$ cat src/sv/assert_macros.svh
// Assertion macros used by the converter's top-level core.
// No dependencies; the includer supplies clk and rst_n.
`ifndef ASSERT_MACROS_SVH
`define ASSERT_MACROS_SVH

// Property must hold at every clock edge outside reset.
`define ECAL_ASSERT(lbl, prop, msg) \
    lbl: assert property (@(posedge clk) disable iff (!rst_n) prop) else $error(msg);

// Condition must never be true at a clock edge outside reset.
`define ECAL_ASSERT_NOT(lbl, cond, msg) \
    lbl: assert property (@(posedge clk) disable iff (!rst_n) !(cond)) else $error(msg);

`endif

$ cat src/sv/ecal_pkg.sv
// Package for the epoch to local calendar converter: constants, microcode
// opcodes and the control store. No dependencies.
package ecal_pkg;

    localparam int unsigned PC_W = 4;
    localparam int unsigned DIV_CNT_W = 1;
    localparam logic [DIV_CNT_W-1:0] DIV_LAST = 1'b1;

    localparam logic [11:0] BASE_YEAR = 12'd1970;
    localparam logic [31:0] BASE_WEEKDAY = 32'd4;
    localparam logic [6:0] BASE_C100 = 7'(1970 % 100);
    localparam logic [8:0] BASE_C400 = 9'(1970 % 400);

    localparam logic [8:0] DAYS_COMMON = 9'd365;
    localparam logic [8:0] DAYS_LEAP = 9'd366;
    localparam logic [15:0] FEB_LAST_DOY = 16'd58;
    localparam logic [5:0] LAST_SUNDAY_MIN = 6'd25;
    localparam logic [4:0] SWITCH_HOUR = 5'd2;
    localparam logic [4:0] LAST_HOUR = 5'd23;
    localparam logic [2:0] LAST_WDAY = 3'd6;
    localparam logic [3:0] MONTH_MAR = 4'd3;
    localparam logic [3:0] MONTH_OCT = 4'd10;
    localparam logic [3:0] LAST_MONTH_IDX = 4'd11;
    localparam logic [4:0] ZONE_RESET = 5'd1;
    localparam logic signed [12:0] SEC_PER_HOUR = 13'sd3600;

    // microcode opcodes
    localparam logic [3:0] OP_NOP   = 4'd0;
    localparam logic [3:0] OP_WAIT  = 4'd1;
    localparam logic [3:0] OP_DIV   = 4'd2;
    localparam logic [3:0] OP_COPY  = 4'd3;
    localparam logic [3:0] OP_YEAR  = 4'd4;
    localparam logic [3:0] OP_MADJ  = 4'd5;
    localparam logic [3:0] OP_MONTH = 4'd6;
    localparam logic [3:0] OP_FIN   = 4'd7;
    localparam logic [3:0] OP_DST   = 4'd8;
    localparam logic [3:0] OP_EMIT  = 4'd9;

    // divider destination
    localparam logic [1:0] DSEL_SEC  = 2'd0;
    localparam logic [1:0] DSEL_MIN  = 2'd1;
    localparam logic [1:0] DSEL_HOUR = 2'd2;
    localparam logic [1:0] DSEL_WDAY = 2'd3;

    // jump conditions
    localparam logic [2:0] COND_NEVER  = 3'd0;
    localparam logic [2:0] COND_ALWAYS = 3'd1;
    localparam logic [2:0] COND_NOIN   = 3'd2;
    localparam logic [2:0] COND_DIVRUN = 3'd3;
    localparam logic [2:0] COND_YMORE  = 3'd4;
    localparam logic [2:0] COND_MMORE  = 3'd5;
    localparam logic [2:0] COND_OBUSY  = 3'd6;

    // program steps
    localparam logic [PC_W-1:0] STEP_WAIT  = 4'd0;
    localparam logic [PC_W-1:0] STEP_DSEC  = 4'd1;
    localparam logic [PC_W-1:0] STEP_DMIN  = 4'd2;
    localparam logic [PC_W-1:0] STEP_DHOUR = 4'd3;
    localparam logic [PC_W-1:0] STEP_COPY  = 4'd4;
    localparam logic [PC_W-1:0] STEP_DWDAY = 4'd5;
    localparam logic [PC_W-1:0] STEP_YEAR  = 4'd6;
    localparam logic [PC_W-1:0] STEP_MADJ  = 4'd7;
    localparam logic [PC_W-1:0] STEP_MONTH = 4'd8;
    localparam logic [PC_W-1:0] STEP_FIN   = 4'd9;
    localparam logic [PC_W-1:0] STEP_DST   = 4'd10;
    localparam logic [PC_W-1:0] STEP_EMIT  = 4'd11;
    localparam logic [PC_W-1:0] STEP_BACK  = 4'd12;

    typedef struct packed {
        logic [3:0]      op;
        logic [1:0]      dsel;
        logic [2:0]      cond;
        logic [PC_W-1:0] target;
    } ctrl_t;

    typedef struct packed {
        logic no_in;
        logic div_run;
        logic y_more;
        logic m_more;
        logic o_busy;
    } status_t;

    function automatic ctrl_t ucode_rom(input logic [PC_W-1:0] pc);
        ctrl_t w;
        case (pc)
            STEP_WAIT:  w = '{OP_WAIT,  DSEL_SEC,  COND_NOIN,   STEP_WAIT};
            STEP_DSEC:  w = '{OP_DIV,   DSEL_SEC,  COND_DIVRUN, STEP_DSEC};
            STEP_DMIN:  w = '{OP_DIV,   DSEL_MIN,  COND_DIVRUN, STEP_DMIN};
            STEP_DHOUR: w = '{OP_DIV,   DSEL_HOUR, COND_DIVRUN, STEP_DHOUR};
            STEP_COPY:  w = '{OP_COPY,  DSEL_SEC,  COND_NEVER,  STEP_WAIT};
            STEP_DWDAY: w = '{OP_DIV,   DSEL_WDAY, COND_DIVRUN, STEP_DWDAY};
            STEP_YEAR:  w = '{OP_YEAR,  DSEL_SEC,  COND_YMORE,  STEP_YEAR};
            STEP_MADJ:  w = '{OP_MADJ,  DSEL_SEC,  COND_NEVER,  STEP_WAIT};
            STEP_MONTH: w = '{OP_MONTH, DSEL_SEC,  COND_MMORE,  STEP_MONTH};
            STEP_FIN:   w = '{OP_FIN,   DSEL_SEC,  COND_NEVER,  STEP_WAIT};
            STEP_DST:   w = '{OP_DST,   DSEL_SEC,  COND_NEVER,  STEP_WAIT};
            STEP_EMIT:  w = '{OP_EMIT,  DSEL_SEC,  COND_OBUSY,  STEP_EMIT};
            STEP_BACK:  w = '{OP_NOP,   DSEL_SEC,  COND_ALWAYS, STEP_WAIT};
            default:    w = '{OP_NOP,   DSEL_SEC,  COND_ALWAYS, STEP_WAIT};
        endcase
        return w;
    endfunction

    // month length by month number, 1 is January; leap February
    function automatic logic [4:0] month_days(input logic [3:0] m);
        logic [4:0] d;
        case (m)
            4'd1:    d = 5'd31;
            4'd2:    d = 5'd29;
            4'd3:    d = 5'd31;
            4'd4:    d = 5'd30;
            4'd5:    d = 5'd31;
            4'd6:    d = 5'd30;
            4'd7:    d = 5'd31;
            4'd8:    d = 5'd31;
            4'd9:    d = 5'd30;
            4'd10:   d = 5'd31;
            4'd11:   d = 5'd30;
            4'd12:   d = 5'd31;
            default: d = 5'd0;
        endcase
        return d;
    endfunction

    function automatic logic [5:0] divisor_of(input logic [1:0] dsel);
        logic [5:0] d;
        case (dsel)
            DSEL_SEC:  d = 6'd60;
            DSEL_MIN:  d = 6'd60;
            DSEL_HOUR: d = 6'd24;
            DSEL_WDAY: d = 6'd7;
            default:   d = 6'd60;
        endcase
        return d;
    endfunction

    // reciprocal and shift: quotient = (x * recip) >> shift
    // exact for any 32-bit x for 60 and 24, for x below 2^16 for 7
    function automatic logic [31:0] recip_of(input logic [1:0] dsel);
        logic [31:0] r;
        case (dsel)
            DSEL_SEC:  r = 32'h8888_8889;
            DSEL_MIN:  r = 32'h8888_8889;
            DSEL_HOUR: r = 32'hAAAA_AAAB;
            DSEL_WDAY: r = 32'd74899;
            default:   r = 32'h8888_8889;
        endcase
        return r;
    endfunction

    function automatic logic [5:0] shift_of(input logic [1:0] dsel);
        logic [5:0] s;
        case (dsel)
            DSEL_SEC:  s = 6'd37;
            DSEL_MIN:  s = 6'd37;
            DSEL_HOUR: s = 6'd36;
            DSEL_WDAY: s = 6'd19;
            default:   s = 6'd37;
        endcase
        return s;
    endfunction

endpackage

$ cat src/sv/ecal_seq.sv
// Microcode sequencer: step counter and control store lookup.
// Depends on ecal_pkg.
module ecal_seq (
    input  logic              clk,
    input  logic              rst_n,
    input  ecal_pkg::status_t status,
    output ecal_pkg::ctrl_t   ctrl
);

    logic [ecal_pkg::PC_W-1:0] pc_reg;
    logic [ecal_pkg::PC_W-1:0] pc_next;
    logic                      take;

    assign ctrl = ecal_pkg::ucode_rom(pc_reg);

    always_comb
    begin
        case (ctrl.cond)
            ecal_pkg::COND_NEVER:  take = 1'b0;
            ecal_pkg::COND_ALWAYS: take = 1'b1;
            ecal_pkg::COND_NOIN:   take = status.no_in;
            ecal_pkg::COND_DIVRUN: take = status.div_run;
            ecal_pkg::COND_YMORE:  take = status.y_more;
            ecal_pkg::COND_MMORE:  take = status.m_more;
            ecal_pkg::COND_OBUSY:  take = status.o_busy;
            default:               take = 1'b1;
        endcase
        pc_next = take ? ctrl.target : pc_reg + 1'b1;
    end

    always_ff @(posedge clk or negedge rst_n)
    begin
        if (!rst_n)
        begin
            pc_reg <= ecal_pkg::STEP_WAIT;
        end
        else
        begin
            pc_reg <= pc_next;
        end
    end

endmodule

$ cat src/sv/epoch_to_local_calendar_dst_core.sv
// Top level of the epoch to local calendar converter with EU summer time.
// Depends on ecal_pkg, ecal_seq and assert_macros.svh.
//
// One item at a time: an input transfer starts a microcoded run whose length
// grows with Y, the number of years past the base year (0 to 136), and M, the
// month index walked (0 to 11). Each of the four divisions (seconds, minutes,
// hours, weekday) goes through a reciprocal multiply: the product is
// registered first, then quotient and remainder are taken from it. The year
// walk takes one cycle per year and the month walk one cycle per month.
// The run ends with the emit and return steps. The result sits in an output
// register, so the next input is taken while it waits; a new result waits in
// the emit step until the old one is taken. The zone offset register resets
// to +1 hour and takes a write every cycle.
`include "assert_macros.svh"

module epoch_to_local_calendar_dst_core (
    input  logic        clk,
    input  logic        rst_n,
    input  logic        cfg_valid,
    output logic        cfg_ready,
    input  logic [4:0]  cfg_data,       // zone_offset_hours, signed
    input  logic        s_axis_tvalid,
    output logic        s_axis_tready,
    input  logic [31:0] s_axis_tdata,   // epoch_seconds
    output logic        m_axis_tvalid,
    input  logic        m_axis_tready,
    output logic [47:0] m_axis_tdata    // year, month, day, hour, minute, second,
                                        // weekday, dst_flag, zero fill
);

    ecal_pkg::ctrl_t   ctrl;
    ecal_pkg::status_t status;

    logic signed [4:0]  zone_reg;
    logic [31:0]        acc_reg, acc_next;
    logic [63:0]        prod_reg, prod_next;
    logic [ecal_pkg::DIV_CNT_W-1:0] div_cnt_reg, div_cnt_next;
    logic [15:0]        days_reg, days_next;
    logic [11:0]        year_reg, year_next;
    logic [6:0]         c100_reg, c100_next;
    logic [8:0]         c400_reg, c400_next;
    logic [3:0]         month_reg, month_next;
    logic [4:0]         hour_reg, hour_next;
    logic [5:0]         minute_reg, minute_next;
    logic [5:0]         second_reg, second_next;
    logic [2:0]         wday_reg, wday_next;
    logic               dst_reg, dst_next;
    logic               out_valid_reg, out_valid_next;
    logic [47:0]        out_data_reg, out_data_next;

    logic signed [16:0] offs_sec;
    logic [5:0]         divisor;
    logic [31:0]        recip;
    logic [5:0]         shamt;
    logic [31:0]        quot;
    logic [31:0]        rem_full;
    logic               leap;
    logic [8:0]         ylen;
    logic               in_season;
    logic               late;
    logic               after_switch;
    logic               summer;

    assign cfg_ready     = 1'b1;
    assign s_axis_tready = (ctrl.op == ecal_pkg::OP_WAIT);
    assign m_axis_tvalid = out_valid_reg;
    assign m_axis_tdata  = out_data_reg;

    assign offs_sec = 17'(zone_reg * ecal_pkg::SEC_PER_HOUR);

    // division by a constant: reciprocal product, then shift and remainder
    assign divisor  = ecal_pkg::divisor_of(ctrl.dsel);
    assign recip    = ecal_pkg::recip_of(ctrl.dsel);
    assign shamt    = ecal_pkg::shift_of(ctrl.dsel);
    assign quot     = 32'(prod_reg >> shamt);
    assign rem_full = acc_reg - 32'(quot * {26'd0, divisor});

    assign leap = (year_reg[1:0] == 2'd0) && ((c100_reg != 7'd0) || (c400_reg == 9'd0));
    assign ylen = leap ? ecal_pkg::DAYS_LEAP : ecal_pkg::DAYS_COMMON;

    // summer time compares local standard time
    assign in_season    = (month_reg >= ecal_pkg::MONTH_MAR) &&
                          (month_reg <= ecal_pkg::MONTH_OCT);
    assign late         = ({1'b0, days_reg[4:0]} >=
                           (6'(wday_reg) + ecal_pkg::LAST_SUNDAY_MIN));
    assign after_switch = late && ((wday_reg != 3'd0) || (hour_reg >= ecal_pkg::SWITCH_HOUR));
    assign summer       = in_season && (after_switch ? (month_reg != ecal_pkg::MONTH_OCT)
                                                     : (month_reg != ecal_pkg::MONTH_MAR));

    assign status.no_in   = !s_axis_tvalid;
    assign status.div_run = (div_cnt_reg != ecal_pkg::DIV_LAST);
    assign status.y_more  = (days_reg >= 16'(ylen));
    assign status.m_more  = (month_reg < ecal_pkg::LAST_MONTH_IDX) &&
                            (days_reg >= 16'(ecal_pkg::month_days(month_reg + 4'd1)));
    assign status.o_busy  = out_valid_reg && !m_axis_tready;

    ecal_seq u_seq (
        .clk    (clk),
        .rst_n  (rst_n),
        .status (status),
        .ctrl   (ctrl)
    );

    always_comb
    begin
        acc_next       = acc_reg;
        prod_next      = prod_reg;
        div_cnt_next   = div_cnt_reg;
        days_next      = days_reg;
        year_next      = year_reg;
        c100_next      = c100_reg;
        c400_next      = c400_reg;
        month_next     = month_reg;
        hour_next      = hour_reg;
        minute_next    = minute_reg;
        second_next    = second_reg;
        wday_next      = wday_reg;
        dst_next       = dst_reg;
        out_data_next  = out_data_reg;
        out_valid_next = out_valid_reg && !m_axis_tready;

        case (ctrl.op)
            ecal_pkg::OP_WAIT:
            begin
                if (s_axis_tvalid)
                begin
                    acc_next = s_axis_tdata + 32'(offs_sec);
                end
            end
            ecal_pkg::OP_DIV:
            begin
                div_cnt_next = div_cnt_reg + 1'b1;
                if (div_cnt_reg == ecal_pkg::DIV_LAST)
                begin
                    acc_next = quot;
                    case (ctrl.dsel)
                        ecal_pkg::DSEL_SEC:  second_next = rem_full[5:0];
                        ecal_pkg::DSEL_MIN:  minute_next = rem_full[5:0];
                        ecal_pkg::DSEL_HOUR: hour_next   = rem_full[4:0];
                        ecal_pkg::DSEL_WDAY: wday_next   = rem_full[2:0];
                        default:             second_next = rem_full[5:0];
                    endcase
                end
                else
                begin
                    prod_next = {32'd0, acc_reg} * {32'd0, recip};
                end
            end
            ecal_pkg::OP_COPY:
            begin
                days_next = acc_reg[15:0];
                acc_next  = acc_reg + ecal_pkg::BASE_WEEKDAY;
                year_next = ecal_pkg::BASE_YEAR;
                c100_next = ecal_pkg::BASE_C100;
                c400_next = ecal_pkg::BASE_C400;
                dst_next  = 1'b0;
            end
            ecal_pkg::OP_YEAR:
            begin
                if (status.y_more)
                begin
                    days_next = days_reg - 16'(ylen);
                    year_next = year_reg + 12'd1;
                    c100_next = (c100_reg == 7'd99) ? 7'd0 : c100_reg + 7'd1;
                    c400_next = (c400_reg == 9'd399) ? 9'd0 : c400_reg + 9'd1;
                end
            end
            ecal_pkg::OP_MADJ:
            begin
                // common year: skip the Feb 29 slot of the table
                if (!leap && (days_reg > ecal_pkg::FEB_LAST_DOY))
                begin
                    days_next = days_reg + 16'd1;
                end
                month_next = 4'd0;
            end
            ecal_pkg::OP_MONTH:
            begin
                if (status.m_more)
                begin
                    days_next  = days_reg - 16'(ecal_pkg::month_days(month_reg + 4'd1));
                    month_next = month_reg + 4'd1;
                end
            end
            ecal_pkg::OP_FIN:
            begin
                days_next  = days_reg + 16'd1;
                month_next = month_reg + 4'd1;
            end
            ecal_pkg::OP_DST:
            begin
                if (summer)
                begin
                    dst_next = 1'b1;
                    if (hour_reg == ecal_pkg::LAST_HOUR)
                    begin
                        hour_next = 5'd0;
                        wday_next = (wday_reg == ecal_pkg::LAST_WDAY) ? 3'd0 : wday_reg + 3'd1;
                        if (days_reg[4:0] >= ecal_pkg::month_days(month_reg))
                        begin
                            days_next  = 16'd1;
                            month_next = month_reg + 4'd1;
                        end
                        else
                        begin
                            days_next = days_reg + 16'd1;
                        end
                    end
                    else
                    begin
                        hour_next = hour_reg + 5'd1;
                    end
                end
            end
            ecal_pkg::OP_EMIT:
            begin
                if (!status.o_busy)
                begin
                    out_valid_next = 1'b1;
                    out_data_next  = {6'd0, dst_reg, wday_reg + 3'd1, second_reg, minute_reg,
                                      hour_reg, days_reg[4:0], month_reg, year_reg};
                end
            end
            default:
            begin
            end
        endcase
    end

    always_ff @(posedge clk or negedge rst_n)
    begin
        if (!rst_n)
        begin
            zone_reg      <= ecal_pkg::ZONE_RESET;
            div_cnt_reg   <= '0;
            out_valid_reg <= 1'b0;
        end
        else
        begin
            if (cfg_valid)
            begin
                zone_reg <= cfg_data;
            end
            div_cnt_reg   <= div_cnt_next;
            out_valid_reg <= out_valid_next;
        end
    end

    always_ff @(posedge clk)
    begin
        acc_reg      <= acc_next;
        prod_reg     <= prod_next;
        days_reg     <= days_next;
        year_reg     <= year_next;
        c100_reg     <= c100_next;
        c400_reg     <= c400_next;
        month_reg    <= month_next;
        hour_reg     <= hour_next;
        minute_reg   <= minute_next;
        second_reg   <= second_next;
        wday_reg     <= wday_next;
        dst_reg      <= dst_next;
        out_data_reg <= out_data_next;
    end

    `ECAL_ASSERT(a_div_fresh, s_axis_tvalid && s_axis_tready |=> div_cnt_reg == '0, "divider not idle at item start")
    `ECAL_ASSERT(a_emit_only, $rose(m_axis_tvalid) |-> $past(ctrl.op == ecal_pkg::OP_EMIT), "result raised outside emit step")
    `ECAL_ASSERT_NOT(a_month_range, m_axis_tvalid && (m_axis_tdata[15:12] == 4'd0 || m_axis_tdata[15:12] > 4'd12), "month out of range")

endmodule
$ cat config.mk
export PLATFORM = sky130hd
export DESIGN_NAME = epoch_to_local_calendar_dst_core
export DESIGN_NICKNAME = d
export VERILOG_FILES = /design/src/sv/ecal_pkg.sv /design/src/sv/ecal_seq.sv /design/src/sv/epoch_to_local_calendar_dst_core.sv
export VERILOG_INCLUDE_DIRS = /design/src /design/src/sv
export SDC_FILE = /design/constraint.sdc
export NUM_CORES = 2
export LEC_CHECK = 0
export CAP_MARGIN = 10
export CORE_MARGIN = 5
export CORE_UTILIZATION = 53
export CTS_CLUSTER_SIZE = 40
export DETAILED_ROUTE_END_ITERATION = 7
export DONT_BUFFER_PORTS = 1
export PLACE_DENSITY_LB_ADDON = 0.1
export SKIP_CTS_REPAIR_TIMING = 1
export SLEW_MARGIN = 5
export SYNTH_ARGS = -nofsm -noshare
export SYNTH_HDL_FRONTEND = slang
export SYNTH_HIERARCHICAL = 1
export SYNTH_SLANG_ARGS = --single-unit
$ cat constraint.sdc
create_clock -name clk -period 20.2 [get_ports clk]
set_clock_uncertainty 0.15 [all_clocks]
set_input_delay 5.05 -clock clk [delete_from_list [all_inputs] [get_ports clk]]
set_output_delay 5.05 -clock clk [all_outputs]
set_load 0.005 [all_outputs]
# Word-level counts from Yosys, hierarchy flattened
# Memories as Yosys holds them, arrays and structs flattened. A register that Yosys moved wholly into a read port is not among the register bits.
# Index checks and enable logic that the tools add are counted.
[op_classes]
addsub = 15
order_cmp = 9
multipliers = 3
n_bitwise = 2
muxes = 50
eq_ne = 33
shift = 1
n_reduce_logical = 36
[ops]
columns = ["cell", "n"]
rows = [
  ["one-hot mux 32 bit (3 select lines)", 2],
  ["two-way mux 16 bit", 6],
  ["one-hot mux 16 bit (6 select lines)", 1],
  ["multiplier 32 x 32 -> 64 bit", 1],
  ["two-way mux 32 bit", 2],
  [">> shifter 64 x 6 -> 32 bit", 1],
  ["two-way mux 5 bit", 9],
  ["one-hot mux 6 bit (3 select lines)", 2],
  ["adder 32 x 3 -> 32 bit, second input constant", 1],
  ["adder 32 bit", 1],
  ["multiplier 32 x 6 -> 6 bit", 1],
  ["two-way mux 4 bit", 6],
  ["one-hot mux 12 bit (2 select lines)", 1],
  ["two-way mux 9 bit", 2],
  ["one-hot mux 9 bit (2 select lines)", 1],
  ["adder 16 x 1 -> 16 bit, second input constant", 1],
  ["== test 4 x 3 -> 1 bit, second input constant", 4],
  [">= comparator 16 x 5 -> 1 bit", 1],
  [">= comparator 16 x 9 -> 1 bit", 1],
  ["greater-than comparator 16 x 6 -> 1 bit, second input constant", 1],
  ["one-hot mux 4 bit (4 select lines)", 1],
  ["subtractor 16 x 5 -> 16 bit", 1],
  ["subtractor 16 x 9 -> 16 bit", 1],
  ["two-way mux 3 bit", 5],
  ["other kinds (57)", 96],
]
[word_totals]
regBits = 218
input_bits = 42
romBits = 448
mem_count = 4
[memory_table]
columns = ["memory", "words", "width", "read_ports", "rd_ports_with_merged_regs", "write_ports", "line_no", "source"]
rows = [
  ["(name not given)", 16, 13, 1, 0, 0, "ecal_pkg.sv:86", "case (pc)"],
  ["(name not given)", 16, 5, 1, 0, 0, "ecal_pkg.sv:108", "case (m)"],
  ["(name not given)", 16, 5, 1, 1, 0, "ecal_pkg.sv:108", ""],
  ["(name not given)", 16, 5, 1, 0, 0, "ecal_pkg.sv:108", ""],
]

# Longest topological paths before layout
[depth]
word_depth = 13
mapped_depth = 37
ltp_nobuf = 34

# Cells and area by module
# Netlist, hierarchy kept.
[modules_own_cells]
columns = ["module", "cells_each", "instances", "seq_area_each_um2", "area_each_um2"]
rows = [
  ["epoch_to_local_calendar_dst_core", 3688, 1, 5881.9, 35431.5],
  ["ecal_seq", 89, 1, 100.1, 675.6],
]

# Worst setup path before layout
# Ideal clock, no wire load.
[synth_path]
kind = "reg-to-reg"
startpoint = "register u_seq/pc_reg[1] (netlist bit)"
endpoint = "register prod_reg[62], data pin"
setup_time_ps = 258
path_buffers = 5
period_less_slack_ps = 9073
required_time_ps = 19792
path_stages_with_launch = 34
t_arrival_ps = 8665
setup_slack_ps = 11127
path_cell_list = "dfrtp_1 -> inv_1 -> ha_1 -> nand2_1 -> a21oi_1 -> buf_1 -> buf_1 -> clkbuf_1 -> clkbuf_1 -> nor2_1 -> ha_1 -> fa_1 -> fa_1 -> inv_1 -> fa_1 -> inv_1 -> fa_1 -> fa_1 -> fa_1 -> inv_1 -> fa_1 -> inv_1 -> ha_1 -> clkbuf_1 -> a21o_1 -> a21o_1 -> a21oi_1 -> o2111ai_1 -> a21oi_1 -> o21ai_1 -> a311oi_2 -> o21ai_1 -> a31oi_1 -> xnor2_1"
[synth_lines]
columns = ["item", "line_no", "source"]
rows = [
  ["start: declaration", "ecal_seq.sv:10", "logic [ecal_pkg::PC_W-1:0] pc_reg;"],
  ["start signal: assignment", "ecal_seq.sv:35", "pc_reg <= ecal_pkg::STEP_WAIT;"],
  ["start signal: assignment", "ecal_seq.sv:39", "pc_reg <= pc_next;"],
  ["end signal: assignment", "epoch_to_local_calendar_dst_core.sv:252", "prod_reg <= prod_next;"],
  ["end: declaration", "epoch_to_local_calendar_dst_core.sv:36", "logic [63:0] prod_reg, prod_next;"],
]

==> flow_summary.toml <==
[timing]
post-route-period-util_pct = 53.5
rsz0062_at_grt = "false"
timing.slew.headroom_pct = 22.6
tns_ps = 0
fmax_mhz = 92.5
finalHoldViolations = 0
fin_ws_ps = 9390
finalSetupViolCount = 0
finalMaxSlewViolations = 0
worstMarginPinSlew_ps = 1150
fin_crit_ps = 10810

[clock_network]
path_clk_slew_ps = 60
htree_levels = 1
cts.sinks = 202
cts_buffer_depth = 3
worstSkewPairLatency_ps = 550
cts_root_buf = "clkbuf_16"
cts_tree = "done"
cts_inserted_buffers = 23

[global_routing]
overflow = 0
grt_pass1_wl_mm = 162
grt_max_degree = 48
grt_use_total_pct = 28.7
grt_pass1_vias = 27200
grt_antenna_before_repair = 1

[floorplan]
ioPinCount = 93
die_x_um = 271
start_util_pct = 53.6
die_y_um = 271
die_area_um2 = 73400
rows = 95
core_um2 = 67400

[route]
viasPerCell = 5.67
drc_errors = 0
drt_iter0_drc = 2004
post_drt_wl_per_cell_um = 22.6
wirelength_mm = 104
dr.pass1.iters = 5
vias = 26100
antenna_left = 0

[finish]
syn_to_final_growth_pct = 4.77
largest_reg_flops = 45
drive_gt1_share_pct = 3.26
finalInstanceArea_um2 = 37800
diodes = 0
finalNetCount = 4823

[placed_design]
placed_cell_area_um2 = 37100
gp_congestion = 0.980
io_buffers = 0
post-place-ws_ps = 9450
dp_hpwl_mm = 89.5

[logic_synthesis]
synth.avg_cell_area_um2 = 9.56
yosysWarnings = 6
synth.cell_area_um2 = 36100
synthCells = 3775

[setup_path]
critPathSlowestCell = "a21oi_4"
crit_arrival_ps = 10930
regToRegSetupSlack_ps = 9390
worstPathRequired_ps = 20320
endpoint_kind = "flop"
cp_max_fo = 44
critPathLaunchType = "flop"
path_buf_inv = 8
path_class = "reg2reg"
cp_common_cell = "fa_1"
max_stage_delay_ps = 710
critical_path.top_delay_family = "adder cells"

[worst_hold_path]
worstHoldPathType = "reg2reg"

[outcome]
outcome = "finished, final reports clean"

[flow_run]
max_cap_viol_count = 0
## area by class of cell
type / count / area, µm²
fill: 6147 / 29600
multi-input combinational: 2573 / 26400
sequential: 202 / 5980
inverter: 890 / 3340
tap: 873 / 1090
clock buffer: 29 / 608
timing repair buffer: 33 / 248
clock inverter: 13 / 160
## path summary, 6_finish.rpt
check / from / endpoint / depth (start not counted)
setup / recovery: u_seq/pc_reg[1]$_DFF_PN0_ / prod_reg[62]$_DFFE_PP_ / 32
hold / removal: second_reg[4]$_DFFE_PP_ / m_axis_tdata[36]$_DFFE_PP_ / 0
hold reg to reg: second_reg[4]$_DFFE_PP_ / m_axis_tdata[36]$_DFFE_PP_ / 0
min in group asynchronous: rst_n / div_cnt_reg$_DFFE_PN0P_ / 0
max in group asynchronous: rst_n / zone_reg[0]$_DFFE_PN1P_ / 0
setup reg to reg: u_seq/pc_reg[1]$_DFF_PN0_ / prod_reg[62]$_DFFE_PP_ / 32
## stage by stage
stage          util [%]  hold WS (ps)  cells
2_1_floorplan         -           250   3787
3_3_place_gp       55.0           253   4571
3_5_place_dp       55.0           255   4571
4_1_cts            56.1           270   4613
5_1_grt            56.1           273   4613
6_report           56.1           270   4613
## cells in the final DEF, fill, tap and decap left out, types with 29 or more instances in the layout
master / count
a21o_1: 73
a21oi_1: 144
and2_1: 49
and3_1: 47
buf_4: 33
edfxtp_1: 188
fa_1: 516
ha_1: 542
inv_1: 887
mux2i_1: 38
nand2_1: 224
nand3_1: 53
nand4_1: 29
nor2_1: 186
nor3_1: 31
o21ai_0: 99
xnor2_1: 98
xor2_1: 78
## metal layers
metal	vias up	global-route usage (%)	routed length (µm)
met4	2	13.7	6620
li1	12100	-	-
met5	-	0	13
met1	12900	37.5	42800
met3	250	3.66	6060
met2	924	47.5	49000
Power is not shown: default switching activity piles up to over one toggle a cycle in this logic, so the estimate is an artifact.
